===== src/bcfm_pkg.sv =====
// Shared types, constants and constant functions for the bell-curve membership block.
`default_nettype none
package bcfm_pkg;

    // fixed-point layout
    localparam int FRAC_BITS       = 16;
    localparam int EXP_TABLE_DEPTH = 256;
    localparam int LOG_DEPTH       = $clog2(EXP_TABLE_DEPTH);

    // field widths
    localparam int VAL_W  = 32;                 // Q16.16 sample / centre
    localparam int WID_W  = 31;                 // Q15.16 width
    localparam int MEM_W  = 17;                 // Q1.16 membership
    localparam int SAT_SH = 5;                  // ratio limit 32 = 2^5
    localparam int QUO_W  = FRAC_BITS + SAT_SH; // quotient bits
    localparam int SQ_W   = 2 * QUO_W;          // squared ratio
    localparam int Y_W    = 32;                 // Q31 power value
    localparam int N_W    = 5;                  // integer exponent bits kept
    localparam int N_LIMIT = 17;

    localparam logic [MEM_W-1:0] MEM_ONE  = MEM_W'(65536);
    localparam logic [MEM_W-1:0] MEM_ZERO = '0;

    // register indexes
    localparam logic [2:0] REG_CENTRAL_VALUE = 3'd0;
    localparam logic [2:0] REG_CENTRAL_KNOWN = 3'd1;
    localparam logic [2:0] REG_LEFT_WIDTH    = 3'd2;
    localparam logic [2:0] REG_RIGHT_WIDTH   = 3'd3;
    localparam logic [2:0] REG_CURVE_MODE    = 3'd4;

    // curve modes
    localparam logic [1:0] MODE_BELL       = 2'd0;
    localparam logic [1:0] MODE_OPEN_ABOVE = 2'd1;
    localparam logic [1:0] MODE_OPEN_BELOW = 2'd2;

    localparam logic [WID_W-1:0] WIDTH_RESET = WID_W'(65536000);

    // per-beat flags that ride along the pipeline
    typedef struct packed {
        logic dflt;   // missing sample or unknown centre
        logic one;    // result forced to 1
        logic zero;   // result forced to 0
    } t_side;

    // integer floor square root, 64 bit
    function automatic logic [63:0] isqrt64(input logic [63:0] v_in);
        logic [63:0] v;
        logic [63:0] res;
        logic [63:0] bt;
        v   = v_in;
        res = '0;
        bt  = 64'h4000_0000_0000_0000;
        for (int j = 0; j < 32; j++) begin
            if (v >= res + bt) begin
                v   = v - (res + bt);
                res = (res >> 1) + bt;
            end else begin
                res = res >> 1;
            end
            bt = bt >> 2;
        end
        return res;
    endfunction

    // 2^(-2^-i) in Q31
    function automatic logic [Y_W-1:0] root_q31(input int i);
        logic [63:0] s;
        s = isqrt64(64'h2000_0000_0000_0000);
        for (int j = 2; j <= FRAC_BITS; j++) begin
            if (j <= i) begin
                s = isqrt64(s << 31);
            end
        end
        return s[Y_W-1:0];
    endfunction

endpackage
`default_nettype wire


===== src/bcfm_div.sv =====
// Pipelined restoring divider: ratio (a << FRAC_BITS) / w, one quotient bit per stage.
`default_nettype none
module bcfm_div (
    input  wire logic                        i_clk,
    input  wire logic                        i_rst_n,
    input  wire logic                        i_en,
    input  wire logic                        i_valid,
    input  wire logic [bcfm_pkg::VAL_W-1:0]  i_a,
    input  wire logic [bcfm_pkg::WID_W-1:0]  i_w,
    input  bcfm_pkg::t_side                  i_side,
    output logic                             o_valid,
    output logic [bcfm_pkg::QUO_W-1:0]       o_q,
    output bcfm_pkg::t_side                  o_side
);
    import bcfm_pkg::*;

    localparam int NSTG = QUO_W;

    logic               r_v    [NSTG];
    logic [WID_W-1:0]   r_rem  [NSTG];
    logic [QUO_W-1:0]   r_q    [NSTG];
    logic [WID_W-1:0]   r_w    [NSTG];
    logic [SAT_SH-1:0]  r_alo  [NSTG];
    t_side              r_side [NSTG];

    genvar t;
    generate
        for (t = 0; t < NSTG; t++) begin : g_stg
            logic               v_in;
            logic [WID_W-1:0]   rem_in;
            logic [QUO_W-1:0]   q_in;
            logic [WID_W-1:0]   w_in;
            logic [SAT_SH-1:0]  alo_in;
            t_side              side_in;
            logic               nbit;
            logic [WID_W:0]     shf;
            logic               ge;
            logic [WID_W:0]     dif;

            if (t == 0) begin : g_first
                // a < 32*w, so the top bits already lie below w
                assign v_in    = i_valid;
                assign rem_in  = {{(WID_W - VAL_W + SAT_SH){1'b0}}, i_a[VAL_W-1:SAT_SH]};
                assign q_in    = '0;
                assign w_in    = i_w;
                assign alo_in  = i_a[SAT_SH-1:0];
                assign side_in = i_side;
            end else begin : g_next
                assign v_in    = r_v[t-1];
                assign rem_in  = r_rem[t-1];
                assign q_in    = r_q[t-1];
                assign w_in    = r_w[t-1];
                assign alo_in  = r_alo[t-1];
                assign side_in = r_side[t-1];
            end

            // next dividend bit: low bits of a, then the fraction zeros
            if (t < SAT_SH) begin : g_abit
                assign nbit = alo_in[SAT_SH-1-t];
            end else begin : g_zbit
                assign nbit = 1'b0;
            end

            assign shf = {rem_in, nbit};
            assign ge  = (shf >= {1'b0, w_in});
            assign dif = shf - {1'b0, w_in};

            always_ff @(posedge i_clk) begin
                if (!i_rst_n) begin
                    r_v[t] <= 1'b0;
                end else if (i_en) begin
                    r_v[t] <= v_in;
                end
            end

            always_ff @(posedge i_clk) begin
                if (i_en) begin
                    r_rem[t]  <= ge ? dif[WID_W-1:0] : shf[WID_W-1:0];
                    r_q[t]    <= {q_in[QUO_W-2:0], ge};
                    r_w[t]    <= w_in;
                    r_alo[t]  <= alo_in;
                    r_side[t] <= side_in;
                end
            end
        end
    endgenerate

    assign o_valid = r_v[NSTG-1];
    assign o_q     = r_q[NSTG-1];
    assign o_side  = r_side[NSTG-1];

endmodule
`default_nettype wire


===== config.mk =====
export PLATFORM = sky130hd
export DESIGN_NAME = bcfm_div
export DESIGN_NICKNAME = d
export VERILOG_FILES = /design/src/bcfm_pkg.sv /design/src/bcfm_div.sv
export SDC_FILE = /design/constraint.sdc
export NUM_CORES = 2
export LEC_CHECK = 0
export BUFFER_PORTS_ARGS = -buffer_cell sky130_fd_sc_hd__buf_2
export CAP_MARGIN = 15
export CORE_UTILIZATION = 65
export CTS_CLUSTER_DIAMETER = 150
export DETAILED_ROUTE_END_ITERATION = 8
export GPL_TIMING_DRIVEN = 0
export PLACE_DENSITY = 0.93
export SETUP_SLACK_MARGIN = 0.2
export SYNTH_ARGS = -nofsm -noshare
export SYNTH_HDL_FRONTEND = slang
export SYNTH_SLANG_ARGS = --single-unit

===== constraint.sdc =====
create_clock -name i_clk -period 5.6 [get_ports i_clk]
set_clock_uncertainty 0.05 [all_clocks]
set_input_delay 0.56 -clock i_clk [delete_from_list [all_inputs] [get_ports i_clk]]
set_output_delay 0.56 -clock i_clk [all_outputs]
set_load 0.03 [all_outputs]

==> metrics <==
run status finished, violations left; failing checks design-rule violations; async set-reset flop share out of synthesis 0; initial DRC count 6205; Net Count, Synth 8347; leakage power 40.0 nW; Die X 369 um; Max clock buf depth 3; CTS H-Tree Depth 4; Post-Syn Instances 7610; leading cell type in the layout, fill and taps excluded edfxtp_1; CP max stage delay 0.86 ns; initial antenna violation count 4; setup violators final 0; Rel. slew slack 0.283; fin crit share 0.902; Final TNS setup 0 ns; Final Hold Slack 0.0756 ns; crit-path cells ha_1, a21o_1, a21o_1, a2111oi_4, o31ai_1, nand2_1, o211ai_1, clkbuf_1, clkbuf_1, a31oi_1; FF-to-FF path depth 10; initial core utilization 0.656; Layout fillers 8729; Main synth FF type edfxtp_1; reg-to-reg slack, setup 0.55 ns; Port Buf Inserts 94; DRC 4; total power per unit cell area 578 nW/um^2; routed vias 60600; number of nets with antenna violations after routing 0; Hold EP r_rem[0][13]; area grow syn2layout 10.0%; Hold Violations, Final 0; total grt overflow 0; fin worst setup slack 0.548 ns; CP Class reg2reg; gpl congestion 1.01; vias in the first global route 59800; Net count, final 8678; RSZ-0062 raised after global routing no; Post-Syn Area 87700 sq um; Root Driver clkbuf_16; post-DP HPWL 147 mm; CTS tree yes; Worst Tran Pin Value 1.08 ns; Sinks on Clock Net 1565; reg2reg end r_rem[16][23]; max-slew violation count 0; Critical Path Slowest Stage Cell o211ai_1; Hold Path Cell Cnt 2; Worst-Skew Late Latency 0.82 ns; Worst setup EP type flip-flop; Multi-input gate area 37000 sq um; number of vias per cell 6.15; EDFF count, synth 1564; first-pass GRT wire length 312 mm; Rows 134; CP max FO 10; Place WS 0.747 ns; PostCTS Resize Cnt 0; number of max-cap violations 0; crit path launch type flip-flop; Max Fclk 0.198 GHz; post-route insts no fill 9842; clk slew on worst S/H paths 0.06 ns; Worst Hold Class in2reg; Design Power 55.8 mW; hold buffers post-CTS 62; Arrival @ worst endpoint 5.48 ns; Tot GR Track Use 0.291; Reg2Reg Launch Point r_rem[15][1]; overall routed net length 200 mm; Inst Count DP 9480; Register Area 47000 sq um; Seq/Total Area, Yosys 0.536; routed length per placed instance 20.3 um; Die ar. 136000 sq um; syn avg cell area 11.5 sq um; most frequent cells in the layout edfxtp_1, inv_1, a21oi_1; io pins 95; final worst path period need 5.05 ns; number of post-CTS setup repair buffers 0; Critical Path RT 6.03 ns; DRT Pass-1 Iters 8; ratio of cells with drive above 1 in the final layout 0.0873; Seq cells post-synth 1565; Synth cell types 101; Max VDD drop 0.307 mV; largest net degree at the start of global routing 196; hold_sp i_a[17]; Core Area 134000 sq um; Die Y 369 um; YS warnings 0; cts bufs inserted 163
==> logic make-up (layout without fill, tap and decap cells) <==
family / count (synthesis) / count (layout) / share of synthesized area
flops: 1565 / 1565 / 0.536
fa+ha+maj: 667 / 667 / 0.0968
xor+xnor: 530 / 530 / 0.0529
mux: 309 / 309 / 0.0417
simple gates: 1557 / 1557 / 0.0838
buf+inv: 972 / 1434 / 0.0432
other cells: 0 / 2 / 0
compound gates: 2010 / 2010 / 0.146
==> cell type report <==
class	instances	area share
Inverter	791	0.0308
Multi-Input combinational cell	5073	0.383
Buffer	181	0.00849
Antenna cell	2	0.0000518
Tap cell	1768	0.0229
Sequential cell	1565	0.487
Clock buffer	200	0.0441
Timing Repair Buffer	166	0.0139
Clock inverter	96	0.0101
==> power by group <==
part	leakage, nW	switching [mW]	total (mW)	internal [mW]
sequential	15.3	1.84	19.1	17.2
clock	2.52	4.59	10.6	6.06
combinational	22.1	14.9	26.1	11.1
==> worst max-delay path: cells and delay by family (launching register included) <==
kind / cells / cell delay, ns
fa+ha+maj: 1 / 0.38
buf+inv: 2 / 1.23
flops: 1 / 0.41
simple gates: 1 / 0.23
compound gates: 6 / 2.41
==> worst max path at each step <==
stage | from | end | slack, ns
5_1_grt | r_rem[15][1] | r_rem[16][23] | 0.41
4_1_cts | r_rem[15][1] | r_rem[16][23] | 0.67
3_3_place_gp | i_en | r_v[13] | -19.44
6_report | r_rem[15][1] | r_rem[16][23] | 0.55
3_5_place_dp | r_rem[15][1] | r_rem[16][23] | 0.75
2_1_floorplan | r_rem[10][0] | r_rem[11][11] | 2.01
==> cells in the mapped netlist, drive strengths merged (7+ instances only) <==
master	instances	area, sq um
a21oi	659	3310
o211ai	34	260
a211oi	55	423
o2111ai	7	61.3
a31o	14	123
or2	21	131
inv	790	2970
or3	27	169
xor2	220	1930
clkbuf	130	488
a41oi	10	87.6
nand2	413	1550
a211o	21	184
a221oi	8	87.6
and3	73	457
a311oi	13	114
nor4	10	62.6
mux2	297	3540
nand3b	10	75.1
nand2b	79	494
a21o	342	2570
nand3	113	566
o31ai	58	450
o21bai	64	484
o31a	16	140
a21boi	23	176
xnor2	310	2720
and4	12	105
ha	647	8100
nor2b	72	450
a2111oi	21	259
o311ai	8	70.1
o22ai	10	62.6
mux2i	12	120
a31oi	90	593
buf	51	332
nor3	71	355
and2	37	231
fa	20	400
a41o	10	100
o21a	78	586
nor2	492	1850
edfxtp	1564	47000
o21ai	409	2050
nand4	99	619
==> routing by layer <==
layer | wire, um | GRT usage
met1 | 76900 | 0.347
met2 | 98900 | 0.509
met3 | 14300 | 0.0535
met4 | 9500 | 0.136
met5 | 0 | 0
==> per-stage QoR <==
step                area [sq um]  utilization
finish                     96500        0.722
global route               96500        0.722
global placement           90400        0.677
detailed placement         90600        0.678
floorplan                  87700            -
CTS                        96500        0.722
==> sequential cells by signal (all words and copies together) (netlist names) <==
register	cells
r_rem	620
r_v	21
r_alo	10
r_side	63
r_w	620
r_q	231
(Power assumes the default switching activity.)
