### src/bcfm_pkg.sv
// Shared types, constants and constant functions for the bell-curve membership block.
`default_nettype none
package bcfm_pkg;

    // fixed-point layout
    localparam int FRAC_BITS       = 16;
    localparam int EXP_TABLE_DEPTH = 256;
    localparam int LOG_DEPTH       = $clog2(EXP_TABLE_DEPTH);

    // field widths
    localparam int VAL_W  = 32;                 // Q16.16 sample / centre
    localparam int WID_W  = 31;                 // Q15.16 width
    localparam int MEM_W  = 17;                 // Q1.16 membership
    localparam int SAT_SH = 5;                  // ratio limit 32 = 2^5
    localparam int QUO_W  = FRAC_BITS + SAT_SH; // quotient bits
    localparam int SQ_W   = 2 * QUO_W;          // squared ratio
    localparam int Y_W    = 32;                 // Q31 power value
    localparam int N_W    = 5;                  // integer exponent bits kept
    localparam int N_LIMIT = 17;

    localparam logic [MEM_W-1:0] MEM_ONE  = MEM_W'(65536);
    localparam logic [MEM_W-1:0] MEM_ZERO = '0;

    // register indexes
    localparam logic [2:0] REG_CENTRAL_VALUE = 3'd0;
    localparam logic [2:0] REG_CENTRAL_KNOWN = 3'd1;
    localparam logic [2:0] REG_LEFT_WIDTH    = 3'd2;
    localparam logic [2:0] REG_RIGHT_WIDTH   = 3'd3;
    localparam logic [2:0] REG_CURVE_MODE    = 3'd4;

    // curve modes
    localparam logic [1:0] MODE_BELL       = 2'd0;
    localparam logic [1:0] MODE_OPEN_ABOVE = 2'd1;
    localparam logic [1:0] MODE_OPEN_BELOW = 2'd2;

    localparam logic [WID_W-1:0] WIDTH_RESET = WID_W'(65536000);

    // per-beat flags that ride along the pipeline
    typedef struct packed {
        logic dflt;   // missing sample or unknown centre
        logic one;    // result forced to 1
        logic zero;   // result forced to 0
    } t_side;

    // integer floor square root, 64 bit
    function automatic logic [63:0] isqrt64(input logic [63:0] v_in);
        logic [63:0] v;
        logic [63:0] res;
        logic [63:0] bt;
        v   = v_in;
        res = '0;
        bt  = 64'h4000_0000_0000_0000;
        for (int j = 0; j < 32; j++) begin
            if (v >= res + bt) begin
                v   = v - (res + bt);
                res = (res >> 1) + bt;
            end else begin
                res = res >> 1;
            end
            bt = bt >> 2;
        end
        return res;
    endfunction

    // 2^(-2^-i) in Q31
    function automatic logic [Y_W-1:0] root_q31(input int i);
        logic [63:0] s;
        s = isqrt64(64'h2000_0000_0000_0000);
        for (int j = 2; j <= FRAC_BITS; j++) begin
            if (j <= i) begin
                s = isqrt64(s << 31);
            end
        end
        return s[Y_W-1:0];
    endfunction

endpackage
`default_nettype wire

### src/bcfm_front.sv
// Front stages: distance from the centre, side selection and special cases.
`default_nettype none
module bcfm_front (
    input  wire logic                        i_clk,
    input  wire logic                        i_rst_n,
    input  wire logic                        i_en,
    input  wire logic                        i_valid,
    input  wire logic [bcfm_pkg::VAL_W-1:0]  i_env_value,
    input  wire logic                        i_value_missing,
    input  wire logic [bcfm_pkg::VAL_W-1:0]  i_central_value,
    input  wire logic                        i_central_known,
    input  wire logic [bcfm_pkg::WID_W-1:0]  i_left_width,
    input  wire logic [bcfm_pkg::WID_W-1:0]  i_right_width,
    input  wire logic [1:0]                  i_curve_mode,
    output logic                             o_valid,
    output logic [bcfm_pkg::VAL_W-1:0]       o_a,
    output logic [bcfm_pkg::WID_W-1:0]       o_w,
    output bcfm_pkg::t_side                  o_side
);
    import bcfm_pkg::*;

    // stage 1: signed difference
    logic               r_v1;
    logic               r_dflt1;
    logic [VAL_W:0]     r_d1;

    // stage 2: magnitude and side
    logic               r_v2;
    logic               r_one2;
    logic               r_dflt2;
    logic [VAL_W-1:0]   r_a2;
    logic [WID_W-1:0]   r_w2;

    // stage 3: range check
    logic               r_v3;
    t_side              r_side3;
    logic [VAL_W-1:0]   r_a3;
    logic [WID_W-1:0]   r_w3;

    logic [VAL_W:0]     n_d1;
    logic               n_zero;
    logic               n_above;
    logic               n_open;
    logic [VAL_W:0]     n_neg;
    logic [VAL_W+SAT_SH-1:0] n_lim;

    assign n_d1 = {i_env_value[VAL_W-1], i_env_value}
                - {i_central_value[VAL_W-1], i_central_value};

    assign n_zero  = (r_d1 == '0);
    assign n_above = !r_d1[VAL_W] && !n_zero;
    assign n_open  = ((i_curve_mode == MODE_OPEN_ABOVE) && n_above)
                  || ((i_curve_mode == MODE_OPEN_BELOW) && !n_above);
    assign n_neg   = '0 - r_d1;

    assign n_lim = {{(VAL_W - WID_W){1'b0}}, r_w2, {SAT_SH{1'b0}}};

    always_ff @(posedge i_clk) begin
        if (!i_rst_n) begin
            r_v1 <= 1'b0;
            r_v2 <= 1'b0;
            r_v3 <= 1'b0;
        end else if (i_en) begin
            r_v1 <= i_valid;
            r_v2 <= r_v1;
            r_v3 <= r_v2;
        end
    end

    always_ff @(posedge i_clk) begin
        if (i_en) begin
            r_d1    <= n_d1;
            r_dflt1 <= i_value_missing || !i_central_known;

            r_dflt2 <= r_dflt1;
            r_one2  <= r_dflt1 || n_zero || n_open;
            r_a2    <= n_above ? r_d1[VAL_W-1:0] : n_neg[VAL_W-1:0];
            r_w2    <= n_above ? i_right_width : i_left_width;

            r_side3.dflt <= r_dflt2;
            r_side3.one  <= r_one2;
            r_side3.zero <= (r_w2 == '0)
                         || ({{SAT_SH{1'b0}}, r_a2} >= n_lim);
            r_a3 <= r_a2;
            r_w3 <= r_w2;
        end
    end

    assign o_valid = r_v3;
    assign o_a     = r_a3;
    assign o_w     = r_w3;
    assign o_side  = r_side3;

endmodule
`default_nettype wire

### config.mk
export PLATFORM = sky130hd
export DESIGN_NAME = bcfm_front
export DESIGN_NICKNAME = d
export VERILOG_FILES = /design/src/bcfm_pkg.sv /design/src/bcfm_front.sv
export SDC_FILE = /design/constraint.sdc
export NUM_CORES = 1
export LEC_CHECK = 0
export BUFFER_PORTS_ARGS = -buffer_cell sky130_fd_sc_hd__clkbuf_2
export CORE_ASPECT_RATIO = 1.25
export CORE_MARGIN = 1
export CORE_UTILIZATION = 45
export CTS_CLUSTER_DIAMETER = 80
export DETAILED_ROUTE_END_ITERATION = 8
export GPL_TIMING_DRIVEN = 0
export PLACE_DENSITY = 0.68
export SYNTH_ARGS = -nofsm -noshare
export SYNTH_HDL_FRONTEND = slang
export SYNTH_SLANG_ARGS = --single-unit
### constraint.sdc
create_clock -name i_clk -period 3.2 [get_ports i_clk]
set_input_delay 0.64 -clock i_clk [delete_from_list [all_inputs] [get_ports i_clk]]
set_output_delay 0.64 -clock i_clk [all_outputs]
set_load 0.02 [all_outputs]
==> impl_results.md <==
* Worst path slowest cell: a2111oi_0
* Final hold violations at 0
* DR vias/cell at 5.09
* CP Data Arrival Time at 3270 ps
* Synthesized area per cell at 11.3 um2
* Run status: completed
* Reg-to-Reg Start: r_d1[3]
* Slew Viols, Final at 0
* Worst Hold End: o_side[2]
* Critical Path Fanout Max at 3
* Routed wire per std cell at around 15 um
* Post-synth EDFFs at roughly 170
* Most frequent cells in the layout: 199 x clkbuf_2, 165 x edfxtp_1, 127 x nand2_1
* Synth Area in Adders at 0.0854
* Largest family of logic cells by synthesized area: simple AND/OR/NAND/NOR gates
* Die extent in x at ~130 um
* Commonest non-fill, non-tap cell in the layout: clkbuf_2
* Site Rows at 57
* Slew @ Worst Pin at 811 ps
* Max_cap viols at 0
* Cell count along the critical path at 10
* Fill count at 1702
* TritonRoute pass-1 iters at 5
* Final Instance Area at 11000 um2
* Overflow after GRT at 0
* Power per cell area at 551 nW/um2
* Final HPWL DP at 14600 um
* Setup CP Type: primary input to register
* Compound-Gate Fraction of Synth Area at 0.119
* Global-route wire length before repair at 29900 um
* Netlist Area Pre-Place at between 9000 and 10000 um2
* Synth Area in Simple Gates at 0.140
* Slew HR at 0.445
* Worst Hold Path Cells at 0
* # hold bufs at CTS at 0
* Main synth FF type: edfxtp_1
* Crit path capture type: register
* CP peak stage delay at 780 ps
* DRT Wirelength at 19000 um
* FF-to-FF End: r_a2[15]
* Final Wtd Congestion at 0.802
* Clock Skews at 15.3 ps
* P&R area growth vs syn at 21.4%
* Most frequent CP cell: o21ai_0
* Clk slew on worst S/H paths at 60 ps
* Input/output buffers at 200
* Peak VDD IR at ~320 uV
* Reg2Reg Setup Slack at 120 ps
* Critical-path cell list: clkbuf_2 > inv_1 > ha_1 > fa_1 > nor2b_1 > o2111ai_1 > a2111oi_0 > o21ai_0 > o21ai_0 > xor2_1
* Clock buffer depth at 2
* Sequential element share of the synthesized area at 0.555
* Nets at 1217
* Distinct cell type count after synthesis at 61
* Seq cells post-synth at 168
* Startpoint types: primary input
* H-tree lvl count at 4
* FF-to-FF path depth at 8
* Vias in the first global route at 6343
* CTS buffer count at 17
* Share of cells above drive strength 1 at 0.250
* F_max at 321 MHz
* Hold Crit Class: register to register
* Worst Path Required at 3360 ps
* Clock latency on the worst-skew pair at 420 ps
* Worst hold slack at ~420 ps
* Final worst path period share at 0.973
* Antenna cells at 0
* Post-CTS Repair Setup Buffers at 0
* Core Box Area at 19500 um2
* Detail Route Antenna Nets at 0
* Minimum clock period at between 3000 and 4000 ps
* Post-synthesis async set-or-reset flop share at 0
* Post-synthesis mux area share at 0.00804
* Delay-heaviest family, CP: compound AO/OA/AOI/OAI gates
* Lkg Pwr at 4.85 nW
* Post-Syn Instances at 802
* Syn nets at 997
* FF+latch area at 5010 um2
* DR iter-0 viols at 280
* Placed Area at 10400 um2
* Die H at ~160 um
* Area occupied by multi-input gates at 3660 um2
* DR DRC count at 0
* # IOs at 201
* Final Setup Violations at 0
* Die area at 20600 um2
* Post-Synth XOR/XNOR Area at 0.0524
* Clk sinks at 168
* CTS tree: done
* Initial antenna violation count at 0
* Hold Startpoint: r_dflt2
* Clock root cell: clkbuf_16
* DR vias at 6618
* Pin count of the biggest net entering global routing at 87
* Worst Path Buf+Inv at 2
* Total GRT Usage at 0.188
* Initial Util at 0.462
* Synthesis Warnings at 0
[cell usage after synthesis, types with 4 or more instances]
cell type | number | share of area
edfxtp_1 | 165 | 0.55
nand2_1 | 127 | 0.053
inv_1 | 72 | 0.030
ha_1 | 60 | 0.083
xnor2_1 | 38 | 0.037
a21oi_1 | 37 | 0.021
nor2_1 | 35 | 0.015
o21ai_0 | 28 | 0.016
a21o_1 | 23 | 0.019
nand4_1 | 17 | 0.012
clkbuf_1 | 16 | 0.0067
xor2_1 | 16 | 0.016
nor3_1 | 14 | 0.0078
nor2b_1 | 11 | 0.0076
nor4_1 | 10 | 0.0069
o21ai_1 | 8 | 0.0044
or4_1 | 7 | 0.0058
a31oi_1 | 6 | 0.0042
nand2b_1 | 6 | 0.0042
nand3_1 | 6 | 0.0033
o31ai_1 | 6 | 0.0050
and2_1 | 5 | 0.0035
mux2i_1 | 5 | 0.0055
o211ai_1 | 5 | 0.0042
o21a_1 | 5 | 0.0042
a221o_1 | 4 | 0.0044
a31o_2 | 4 | 0.0039
and3_1 | 4 | 0.0028
buf_2 | 4 | 0.0022
o41ai_1 | 4 | 0.0039
[final cells by class]
cell class / count / share of cell area
Tap cell: 265 / 0.0303
Inverter: 72 / 0.0247
Sequential cell: 168 / 0.458
Timing Repair Buffer: 201 / 0.0947
Clock inverter: 14 / 0.0107
Clock buffer: 18 / 0.0392
Multi-Input combinational cell: 540 / 0.334
Buffer: 22 / 0.00868
[kinds of logic after synthesis]
family                     count (synthesis)
and+or+nand+nor                          260
DFF                                      168
AOI/OAI and AO/OA                        158
buffers and inverters                     94
adders and majority gates                 61
xor gates and xnor gates                  54
muxes                                      7
[registers in the layout, summed over array words and instances, names as in the netlist, 3 cells and up]
| name | count |
|---|---|
| r_w2 | 31 |
| o_w | 31 |
| o_side | 3 |
| r_a2 | 32 |
| r_d1 | 33 |
| o_a | 32 |
[where the power goes]
part / internal (W) / switching (W) / total [W]
clock: 0.00101 / 0.000863 / 0.00188
sequential: 0.00279 / 0.000181 / 0.00297
combinational: 0.000500 / 0.000694 / 0.00119
total: 0.00430 / 0.00174 / 0.00604
[metrics by stage]
stage | total power, W | utilization | cells | worst slack (ps) | setup TNS, ps
floorplan | 0.00376 | - | 802 | 320 | 0
global placement | 0.00419 | 0.530 | 1267 | -851 | -125010
detailed placement | 0.00421 | 0.532 | 1268 | -337 | -1060
CTS | 0.00609 | 0.560 | 1300 | 87.5 | 0
global route | 0.00634 | 0.561 | 1300 | -2.04 | -2.04
finish | 0.00604 | 0.561 | 1300 | 85.6 | 0
[worst max-delay path by stage]
stage | endpoint | slack [ps] | from
final | r_d1[26] | 90 | i_env_value[0]
after global routing | r_a2[15] | -2 | r_d1[2]
after CTS | r_w2[27] | 90 | r_d1[3]
after detailed placement | r_d1[26] | -340 | i_env_value[0]
after global placement | r_v2 | -850 | i_en
after floorplan | r_d1[22] | 320 | i_env_value[0]
[worst register-to-register path: cells and delay by family, from the launching register on]
family                    cells  cell delay (ps)
and+or+nand+nor               3             1490
DFF                           1              460
buffers and inverters         2              440
AOI/OAI and AO/OA             2              270
xor gates and xnor gates      1              160
[routing by layer]
| layer | GRT usage | up-vias | part of all wire |
|---|---|---|---|
| li1 | - | 3379 | - |
| met3 | 0.0316 | 25 | 0.039 |
| met4 | 0.0856 | 0 | 0.023 |
| met1 | 0.223 | 3031 | 0.43 |
| met5 | 0 | - | 0 |
| met2 | 0.330 | 183 | 0.50 |
[what timing repair did]
| action | 4_1_cts | 5_1_grt |
|---|---|---|
| resized for setup | 0 | 2 |
| endpoints found under the setup margin | 0 | 30 |
| hold endpoints to repair | 0 | 0 |
Note: power is estimated with default switching activity, not from simulation.
